<file path="src/hdl/mqsb_pkg.sv">
`default_nettype none
// ----------------------------------------------------------------------------
// mqsb_pkg: shared definitions for the multi-queue shared buffer
// Default sizes, field widths, operation codes and result status codes.
// ----------------------------------------------------------------------------
package mqsb_pkg;

    // Default geometry of the slot store and the number of queues.
    localparam int SLOTS_DEF  = 16;
    localparam int QUEUES_DEF = 4;

    // Fixed field widths of one beat.
    localparam int DATA_W   = 32;
    localparam int QSEL_W   = 2;
    localparam int S_USER_W = 1 + QSEL_W;
    localparam int STATUS_W = 2;

    // Operation codes carried in the input tuser.
    localparam logic ACT_ENQ = 1'b0;
    localparam logic ACT_DEQ = 1'b1;

    // Result status codes.
    typedef enum logic [STATUS_W-1:0] {
        STAT_OK        = 2'd0,
        STAT_OVERFLOW  = 2'd1,
        STAT_UNDERFLOW = 2'd2
    } status_t;

endpackage
`default_nettype wire

</file>
<file path="src/hdl/multi_queue_shared_buffer.sv">
`default_nettype none
// ----------------------------------------------------------------------------
// multi_queue_shared_buffer: several FIFO queues in one shared slot store
// Slots are chained through a link RAM; unused slots form a free list.
// Queue head and tail pointers live in a queue RAM, stored values in a data RAM.
// ----------------------------------------------------------------------------
// Results: an enqueue or a good dequeue is loaded from the execute state, an
// overflow or underflow from the lookup state; a stalled output holds either.
// Input: a new beat is taken only in the idle state, once the last result is
// loaded, set by the read, then modify, then write-back pass through the RAMs.
// Reset: a fill count stands in for the initial free-list chain and a valid
// bit per queue marks it empty, so no RAM clearing pass is needed.
module multi_queue_shared_buffer #(
    parameter int SLOTS  = mqsb_pkg::SLOTS_DEF,
    parameter int QUEUES = mqsb_pkg::QUEUES_DEF
) (
    input  wire logic                            aclk,
    input  wire logic                            aresetn,
    // Input beat: tdata = value_in; tuser = {queue_sel, action}
    input  wire logic                            s_tvalid,
    output logic                                 s_tready,
    input  wire logic [mqsb_pkg::DATA_W-1:0]     s_tdata,   // [31:0] value_in
    input  wire logic [mqsb_pkg::S_USER_W-1:0]   s_tuser,   // [0] action, [2:1] queue_sel
    // Result beat: tdata = value_out; tuser = status
    output logic                                 m_tvalid,
    input  wire logic                            m_tready,
    output logic      [mqsb_pkg::DATA_W-1:0]     m_tdata,   // [31:0] value_out
    output logic      [mqsb_pkg::STATUS_W-1:0]   m_tuser    // [1:0] status
);

    import mqsb_pkg::*;

    // Pointer holds a slot number or the null value SLOTS.
    localparam int PW  = $clog2(SLOTS + 1);
    localparam int AW  = $clog2(SLOTS);
    localparam int QW  = (QUEUES > 1) ? $clog2(QUEUES) : 1;
    localparam int QCW = ($clog2(QUEUES + 1) > QSEL_W) ? $clog2(QUEUES + 1) : QSEL_W;
    localparam logic [PW-1:0]  NIL      = PW'(SLOTS);
    localparam logic [QCW-1:0] QUEUES_C = QCW'(QUEUES);

    typedef enum logic [2:0] {
        S_IDLE = 3'b001,
        S_LOOK = 3'b010,
        S_EXEC = 3'b100
    } state_t;

    state_t state_reg, state_next;

    logic              act_reg, act_next;
    logic [QW-1:0]     q_reg, q_next;
    logic [DATA_W-1:0] val_reg, val_next;
    logic [PW-1:0]     free_head_reg, free_head_next;
    logic [PW-1:0]     fresh_cnt_reg, fresh_cnt_next;
    logic [QUEUES-1:0] qvalid_reg, qvalid_next;
    logic [PW-1:0]     head_reg, head_next;
    logic [PW-1:0]     tail_reg, tail_next;
    logic [PW-1:0]     slot_reg, slot_next;
    logic              link_tail_reg, link_tail_next;

    logic                m_tvalid_reg;
    logic [DATA_W-1:0]   m_tdata_reg, m_tdata_next;
    status_t             m_tuser_reg, m_tuser_next;
    logic                out_load;
    logic                out_free;
    logic                accept;

    logic [QCW-1:0]      qmod;
    logic [QW-1:0]       q_sel;

    // RAM ports.
    logic                link_we, link_re;
    logic [AW-1:0]       link_waddr, link_raddr;
    logic [PW-1:0]       link_wdata, link_rdata;
    logic                data_we, data_re;
    logic [AW-1:0]       data_waddr, data_raddr;
    logic [DATA_W-1:0]   data_rdata;
    logic                qram_we, qram_re;
    logic [QW-1:0]       qram_waddr, qram_raddr;
    logic [2*PW-1:0]     qram_wdata, qram_rdata;

    // Head and tail of the addressed queue as seen in the lookup state.
    logic [PW-1:0]       look_head, look_tail;
    logic                look_empty;

    assign accept   = s_tvalid && s_tready;
    assign s_tready = (state_reg == S_IDLE);
    assign out_free = !m_tvalid_reg || m_tready;

    // Queue number taken modulo QUEUES; the select is at most 3.
    always_comb begin
        qmod = QCW'(s_tuser[S_USER_W-1:1]);
        for (int i = 0; i < 3; i++) begin
            if (qmod >= QUEUES_C) begin
                qmod = qmod - QUEUES_C;
            end
        end
        q_sel = QW'(qmod);
    end

    // An unwritten queue entry reads as an empty queue.
    assign look_head  = qvalid_reg[q_reg] ? qram_rdata[PW-1:0] : NIL;
    assign look_tail  = qvalid_reg[q_reg] ? qram_rdata[2*PW-1:PW] : NIL;
    assign look_empty = (look_head == NIL) || (look_tail == NIL);

    // Sequencer: read queue and free-list link, then modify and write back.
    always_comb begin
        state_next     = state_reg;
        act_next       = act_reg;
        q_next         = q_reg;
        val_next       = val_reg;
        free_head_next = free_head_reg;
        fresh_cnt_next = fresh_cnt_reg;
        qvalid_next    = qvalid_reg;
        head_next      = head_reg;
        tail_next      = tail_reg;
        slot_next      = slot_reg;
        link_tail_next = link_tail_reg;
        m_tdata_next   = m_tdata_reg;
        m_tuser_next   = m_tuser_reg;
        out_load       = 1'b0;

        link_we    = 1'b0;
        link_waddr = free_head_reg[AW-1:0];
        link_wdata = NIL;
        link_re    = 1'b0;
        link_raddr = free_head_reg[AW-1:0];
        data_we    = 1'b0;
        data_waddr = free_head_reg[AW-1:0];
        data_re    = 1'b0;
        data_raddr = look_head[AW-1:0];
        qram_we    = 1'b0;
        qram_waddr = q_reg;
        qram_wdata = {NIL, NIL};
        qram_re    = 1'b0;
        qram_raddr = q_sel;

        unique case (state_reg)
            S_IDLE: begin
                if (accept) begin
                    act_next   = s_tuser[0];
                    q_next     = q_sel;
                    val_next   = s_tdata;
                    qram_re    = 1'b1;
                    link_re    = 1'b1;
                    state_next = S_LOOK;
                end
            end

            S_LOOK: begin
                if (act_reg == ACT_ENQ) begin
                    if (free_head_reg == NIL) begin
                        // No free slot: report overflow and change nothing.
                        if (out_free) begin
                            out_load     = 1'b1;
                            m_tdata_next = '0;
                            m_tuser_next = STAT_OVERFLOW;
                            state_next   = S_IDLE;
                        end
                    end else begin
                        // Pop the free-list head; untouched slots chain to the next one.
                        if (free_head_reg == fresh_cnt_reg) begin
                            free_head_next = free_head_reg + PW'(1);
                            fresh_cnt_next = fresh_cnt_reg + PW'(1);
                        end else begin
                            free_head_next = link_rdata;
                        end
                        link_we    = 1'b1;
                        link_waddr = free_head_reg[AW-1:0];
                        link_wdata = NIL;
                        data_we    = 1'b1;
                        data_waddr = free_head_reg[AW-1:0];
                        qram_we    = 1'b1;
                        qram_wdata = {free_head_reg, look_empty ? free_head_reg : look_head};
                        qvalid_next[q_reg] = 1'b1;
                        tail_next      = look_tail;
                        slot_next      = free_head_reg;
                        link_tail_next = !look_empty;
                        state_next     = S_EXEC;
                    end
                end else begin
                    if (look_head == NIL) begin
                        // Empty queue: report underflow and change nothing.
                        if (out_free) begin
                            out_load     = 1'b1;
                            m_tdata_next = '0;
                            m_tuser_next = STAT_UNDERFLOW;
                            state_next   = S_IDLE;
                        end
                    end else begin
                        link_re    = 1'b1;
                        link_raddr = look_head[AW-1:0];
                        data_re    = 1'b1;
                        data_raddr = look_head[AW-1:0];
                        head_next  = look_head;
                        tail_next  = look_tail;
                        state_next = S_EXEC;
                    end
                end
            end

            S_EXEC: begin
                // Side effects of this state are held back until the result can go.
                if (out_free) begin
                    out_load     = 1'b1;
                    m_tuser_next = STAT_OK;
                    state_next   = S_IDLE;
                    if (act_reg == ACT_ENQ) begin
                        m_tdata_next = '0;
                        link_we      = link_tail_reg;
                        link_waddr   = tail_reg[AW-1:0];
                        link_wdata   = slot_reg;
                    end else begin
                        m_tdata_next = data_rdata;
                        qram_we      = 1'b1;
                        qram_wdata   = (link_rdata == NIL) ? {NIL, NIL} : {tail_reg, link_rdata};
                        link_we      = 1'b1;
                        link_waddr   = head_reg[AW-1:0];
                        link_wdata   = free_head_reg;
                        free_head_next = head_reg;
                    end
                end
            end

            default: begin
                state_next = S_IDLE;
            end
        endcase
    end

    // Control registers.
    always_ff @(posedge aclk) begin
        if (!aresetn) begin
            state_reg     <= S_IDLE;
            free_head_reg <= '0;
            fresh_cnt_reg <= '0;
            qvalid_reg    <= '0;
            m_tvalid_reg  <= 1'b0;
        end else begin
            state_reg     <= state_next;
            free_head_reg <= free_head_next;
            fresh_cnt_reg <= fresh_cnt_next;
            qvalid_reg    <= qvalid_next;
            if (out_load) begin
                m_tvalid_reg <= 1'b1;
            end else if (m_tready) begin
                m_tvalid_reg <= 1'b0;
            end
        end
    end

    // Payload registers.
    always_ff @(posedge aclk) begin
        act_reg       <= act_next;
        q_reg         <= q_next;
        val_reg       <= val_next;
        head_reg      <= head_next;
        tail_reg      <= tail_next;
        slot_reg      <= slot_next;
        link_tail_reg <= link_tail_next;
        m_tdata_reg   <= m_tdata_next;
        m_tuser_reg   <= m_tuser_next;
    end

    assign m_tvalid = m_tvalid_reg;
    assign m_tdata  = m_tdata_reg;
    assign m_tuser  = m_tuser_reg;

    // Link RAM: next-slot pointer of every slot.
    mqsb_ram #(
        .WIDTH (PW),
        .DEPTH (SLOTS)
    ) u_link_ram (
        .clk   (aclk),
        .we    (link_we),
        .waddr (link_waddr),
        .wdata (link_wdata),
        .re    (link_re),
        .raddr (link_raddr),
        .rdata (link_rdata)
    );

    // Data RAM: stored values.
    mqsb_ram #(
        .WIDTH (DATA_W),
        .DEPTH (SLOTS)
    ) u_data_ram (
        .clk   (aclk),
        .we    (data_we),
        .waddr (data_waddr),
        .wdata (val_reg),
        .re    (data_re),
        .raddr (data_raddr),
        .rdata (data_rdata)
    );

    // Queue RAM: {tail, head} of every queue.
    mqsb_ram #(
        .WIDTH (2 * PW),
        .DEPTH (QUEUES)
    ) u_queue_ram (
        .clk   (aclk),
        .we    (qram_we),
        .waddr (qram_waddr),
        .wdata (qram_wdata),
        .re    (qram_re),
        .raddr (qram_raddr),
        .rdata (qram_rdata)
    );

    // An empty free list means every untouched slot has been handed out.
    a_free_empty_fresh_done: assert property (
        @(posedge aclk) disable iff (!aresetn)
        (free_head_reg == NIL) |-> (fresh_cnt_reg == PW'(SLOTS))
    ) else $error("free list empty while untouched slots remain");

    // Overflow is only reported for an enqueue with an empty free list.
    a_overflow_cause: assert property (
        @(posedge aclk) disable iff (!aresetn)
        (out_load && m_tuser_next == STAT_OVERFLOW) |->
            (act_reg == ACT_ENQ && free_head_reg == NIL)
    ) else $error("overflow reported without cause");

    // Underflow is only reported for a dequeue.
    a_underflow_cause: assert property (
        @(posedge aclk) disable iff (!aresetn)
        (out_load && m_tuser_next == STAT_UNDERFLOW) |-> (act_reg == ACT_DEQ)
    ) else $error("underflow reported for an enqueue");

    // A new beat is never taken in the cycle after one was accepted.
    a_no_back_to_back: assert property (
        @(posedge aclk) disable iff (!aresetn)
        accept |=> !s_tready
    ) else $error("input accepted while an operation is in progress");

endmodule
`default_nettype wire

</file>
<file path="src/hdl/mqsb_ram.sv">
`default_nettype none
// ----------------------------------------------------------------------------
// mqsb_ram: generic simple dual-port RAM
// One write port and one read port; the read data is registered, so it
// appears in the cycle after the read enable.
// ----------------------------------------------------------------------------
module mqsb_ram #(
    parameter int WIDTH = 8,
    parameter int DEPTH = 16,
    localparam int AW   = (DEPTH > 1) ? $clog2(DEPTH) : 1
) (
    input  wire logic             clk,
    input  wire logic             we,
    input  wire logic [AW-1:0]    waddr,
    input  wire logic [WIDTH-1:0] wdata,
    input  wire logic             re,
    input  wire logic [AW-1:0]    raddr,
    output logic      [WIDTH-1:0] rdata
);

    logic [WIDTH-1:0] mem [DEPTH];

    // Write port.
    always_ff @(posedge clk) begin
        if (we) begin
            mem[waddr] <= wdata;
        end
    end

    // Registered read port.
    always_ff @(posedge clk) begin
        if (re) begin
            rdata <= mem[raddr];
        end
    end

endmodule
`default_nettype wire
</file>
<file path="config.mk">
export PLATFORM = sky130hd
export DESIGN_NAME = multi_queue_shared_buffer
export DESIGN_NICKNAME = d
export VERILOG_FILES = /design/src/hdl/mqsb_pkg.sv /design/src/hdl/multi_queue_shared_buffer.sv /design/src/hdl/mqsb_ram.sv
export SDC_FILE = /design/constraint.sdc
export NUM_CORES = 1
export LEC_CHECK = 0
export BUFFER_PORTS_ARGS = -buffer_cell sky130_fd_sc_hd__buf_2
export CORE_MARGIN = 8
export CORE_UTILIZATION = 52
export DETAILED_ROUTE_END_ITERATION = 8
export PLACE_DENSITY_LB_ADDON = 0.3
export SLEW_MARGIN = 5
export SYNTH_ARGS = -nofsm -noshare
export SYNTH_HDL_FRONTEND = slang
export SYNTH_SLANG_ARGS = --single-unit
</file>
<file path="constraint.sdc">
create_clock -name aclk -period 4.4 [get_ports aclk]
set_input_delay 0.22 -clock aclk [delete_from_list [all_inputs] [get_ports aclk]]
set_output_delay 0.22 -clock aclk [all_outputs]
set_load 0.02 [all_outputs]
</file>
==> results.toml <==
[setup_path]
crit_path_end_kind = "register"
cp.required_ns = 4.65
cp.arrival_ns = 3.98
worstSetupPathType = "reg2reg"
crit_path_start_kind = "register"
critical_path.max_fanout = 19
reg2reg_depth = 8

[yosys]
syn_nets = 2025
synth.distinct_cells = 62
avgSynthCellArea_um2 = 15.63
synth_seq_cells = 782
synth_cells = 1981
synth_flop_cell = "edfxtp_1"
syn-cell-area_um2 = 30950
synth_edf_count = 764
async_flop_share_pct = 0
yosysWarnings = 0
ys_seq_area_share_pct = 75.28

[cells_and_area]
largest_register_ffs = 512
fin_cells = 2932
areaGrowthSynthToFinish_pct = 13.96
top_regs = "u_data_ram.mem: 512 flops, u_link_ram.mem: 80 flops, u_queue_ram.mem: 40 flops"
final_area_um2 = 35270
layout-drive-gt1-share_pct = 18.67
largest_register = "u_data_ram.mem"
final_nets = 2137

[placed_design]
post-place-ws_ns = 0.8101
hpwlAfterDp_um = 40430
port_buffers = 74
place_area_um2 = 32300
routabilityCongestion = 0.8959
place_inst = 2751

[sta]
setup_violations = 0
slew_violations = 0
hold_viol_final = 0
setup_tns_ns = 0
relSlewSlack_pct = 29.80
max_freq_ghz = 0.2687
finalCritPeriodShare_pct = 84.59
finClkSkew_ns = 0.02544
fin_crit_ns = 3.722
worst_slack_ns = 0.6779
rsz0062_at_grt = "no"
worstMarginPinSlew_ns = 1.053

[cts]
post_cts_resized = 0
clk_latency_ns = 0.62
h-tree-depth = 3
cts_setup_buffers = 0
cts_tree = "built"
clockBufferDepth = 3
clkTransAtPathRegs_ns = 0.06
numCtsBuffers = 78
clock_sinks = 782
root_buffer = "clkbuf_16"

[grt]
antenna_found_initial = 0
grt_pass1_wl_um = 106000
first_global_vias = 17792
grtUsageTotal_pct = 20.55
overflow = 0
grt_start_max_net_pins = 146

[power]
ir_drop_v = 0.0004884
p_leak_nw = 11.90
power.density_nw_per_um2 = 437.1

[drt]
finalWirelength_um = 70680
viasPerCell = 6.035
drtIter0Drc = 1644
ant_nets = 0
wl_per_cell_um = 24.11
first_pass_iters = 5
drc = 0
num_vias = 17695

[die]
core.rowCount = 89
initial_core_util_pct = 52.55
die_y_um = 260.0
die_w_um = 260.0
dieArea_um2 = 67590
core_um2 = 58910
pin_count = 75

[run_status]
outcome = "complete, no violations"

[min_path]
holdCritPathClass = "in2reg"
hold_depth = 1

[flow_run]
drv_cap = 0
-- cell usage after synthesis, types with 7 or more instances --
| library cell | count | area share [%] |
|---|---|---|
| o31ai_1 | 20 | 0.49 |
| a211oi_1 | 45 | 1.1 |
| a221oi_1 | 12 | 0.34 |
| edfxtp_1 | 764 | 74 |
| dfxtp_1 | 18 | 1.2 |
| buf_1 | 19 | 0.23 |
| xnor2_1 | 7 | 0.20 |
| a21oi_1 | 172 | 2.8 |
| buf_2 | 17 | 0.27 |
| mux4_2 | 11 | 0.80 |
| and2_1 | 16 | 0.32 |
| and3_1 | 38 | 0.77 |
| mux2_2 | 117 | 4.3 |
| clkbuf_1 | 84 | 1.0 |
| mux2i_1 | 70 | 2.3 |
| o21ai_0 | 79 | 1.3 |
| nor2_1 | 42 | 0.51 |
| o221ai_1 | 32 | 0.91 |
| nor3_1 | 12 | 0.19 |
| nand2_1 | 213 | 2.6 |
| nand2b_1 | 8 | 0.16 |
| inv_1 | 12 | 0.15 |
| a22oi_1 | 43 | 1.0 |
| a32oi_1 | 10 | 0.28 |
| nand3_1 | 51 | 0.82 |
-- kinds of logic after synthesis --
logic type,synth area share (%)
xor gates and xnor gates,0.3112
muxes,7.320
AOI/OAI and AO/OA,9.018
DFF,75.28
buffers and inverters,1.997
adders and majority gates,0.2021
and+or+nand+nor,5.869
-- power breakdown --
| part | internal, W | total, W | switching (W) |
|---|---|---|---|
| Sequential | 0.00822 | 0.00833 | 0.000109 |
| Combinational | 0.000142 | 0.000355 | 0.000214 |
| Clock | 0.00398 | 0.00674 | 0.00276 |
-- per-stage QoR --
stage	hold WS (ns)	util, %	total power, W
after global routing	0.05578	59.88	0.01583
final	0.04208	59.88	0.01542
after detailed placement	0.3981	54.84	0.008815
after CTS	0.03347	59.88	0.01551
after floorplan	0.3189	-	0.008658
after global placement	0.3971	54.84	0.008802
-- critical path, cell delays in order, from the launching register on --
cell	delay (ns)
dfxtp_1	0.87
nor2_1	0.28
a31oi_1	0.28
nand2_1	0.29
clkinv_1	0.39
nor2_1	0.22
nand2_1	0.20
nand3_1	0.17
nor3_1	0.64
-- area by class of cell --
class                           instances  area, um2
Sequential cell                       782      23300
Fill cell                            4287      23630
Antenna cell                            1      2.502
Tap cell                              773      967.2
Multi-Input combinational cell       1054       7124
Clock buffer                           98       2133
Clock inverter                         47      483.0
Inverter                               16      62.56
Timing Repair Buffer                  161       1199
-- cells in the final DEF, fill, tap and decap left out, drive strengths merged, types with 9 or more instances in the layout --
cell type / synthesis / routed
a211oi: 45 / 45
a21oi: 172 / 172
a221oi: 12 / 12
a22oi: 44 / 44
a32oi: 10 / 10
and2: 16 / 16
and3: 38 / 38
buf: 44 / 126
bufinv: 0 / 9
clkbuf: 85 / 98
clkinv: 2 / 36
dfxtp: 18 / 18
dlygate4sd3: 0 / 35
edfxtp: 764 / 764
inv: 14 / 15
mux2: 117 / 117
mux2i: 70 / 70
mux4: 11 / 11
nand2: 214 / 214
nand3: 51 / 51
nor2: 42 / 42
nor3: 13 / 13
o21ai: 80 / 80
o221ai: 32 / 32
o31ai: 20 / 20
-- routing by layer --
metal  global-route usage (%)  vias to the layer above  share of wire, %
li1                         -                     7930                 -
met1                    27.78                     8932                42
met2                    34.04                      710                49
met4                    6.509                        0               2.2
met5                        0                        -                 0
met3                    3.382                      123               6.5
-- worst paths after layout --
path | startpoint | end | slack [ns]
worst max-delay path | free_head_reg[2] | u_link_ram.mem[8][1] | 0.68
worst min-delay path | s_tuser[1] | q_reg[0] | 0.04
worst max register to register | free_head_reg[2] | u_link_ram.mem[8][1] | 0.68
worst min register to register | qvalid_reg[2] | qvalid_reg[2] | 0.51
-- what timing repair did --
item,4_1_cts,5_1_grt
hold buffers,35,0
endpoints found under the hold margin,37,0
setup endpoints to repair,0,0
Note: power is estimated with default switching activity, not from simulation.
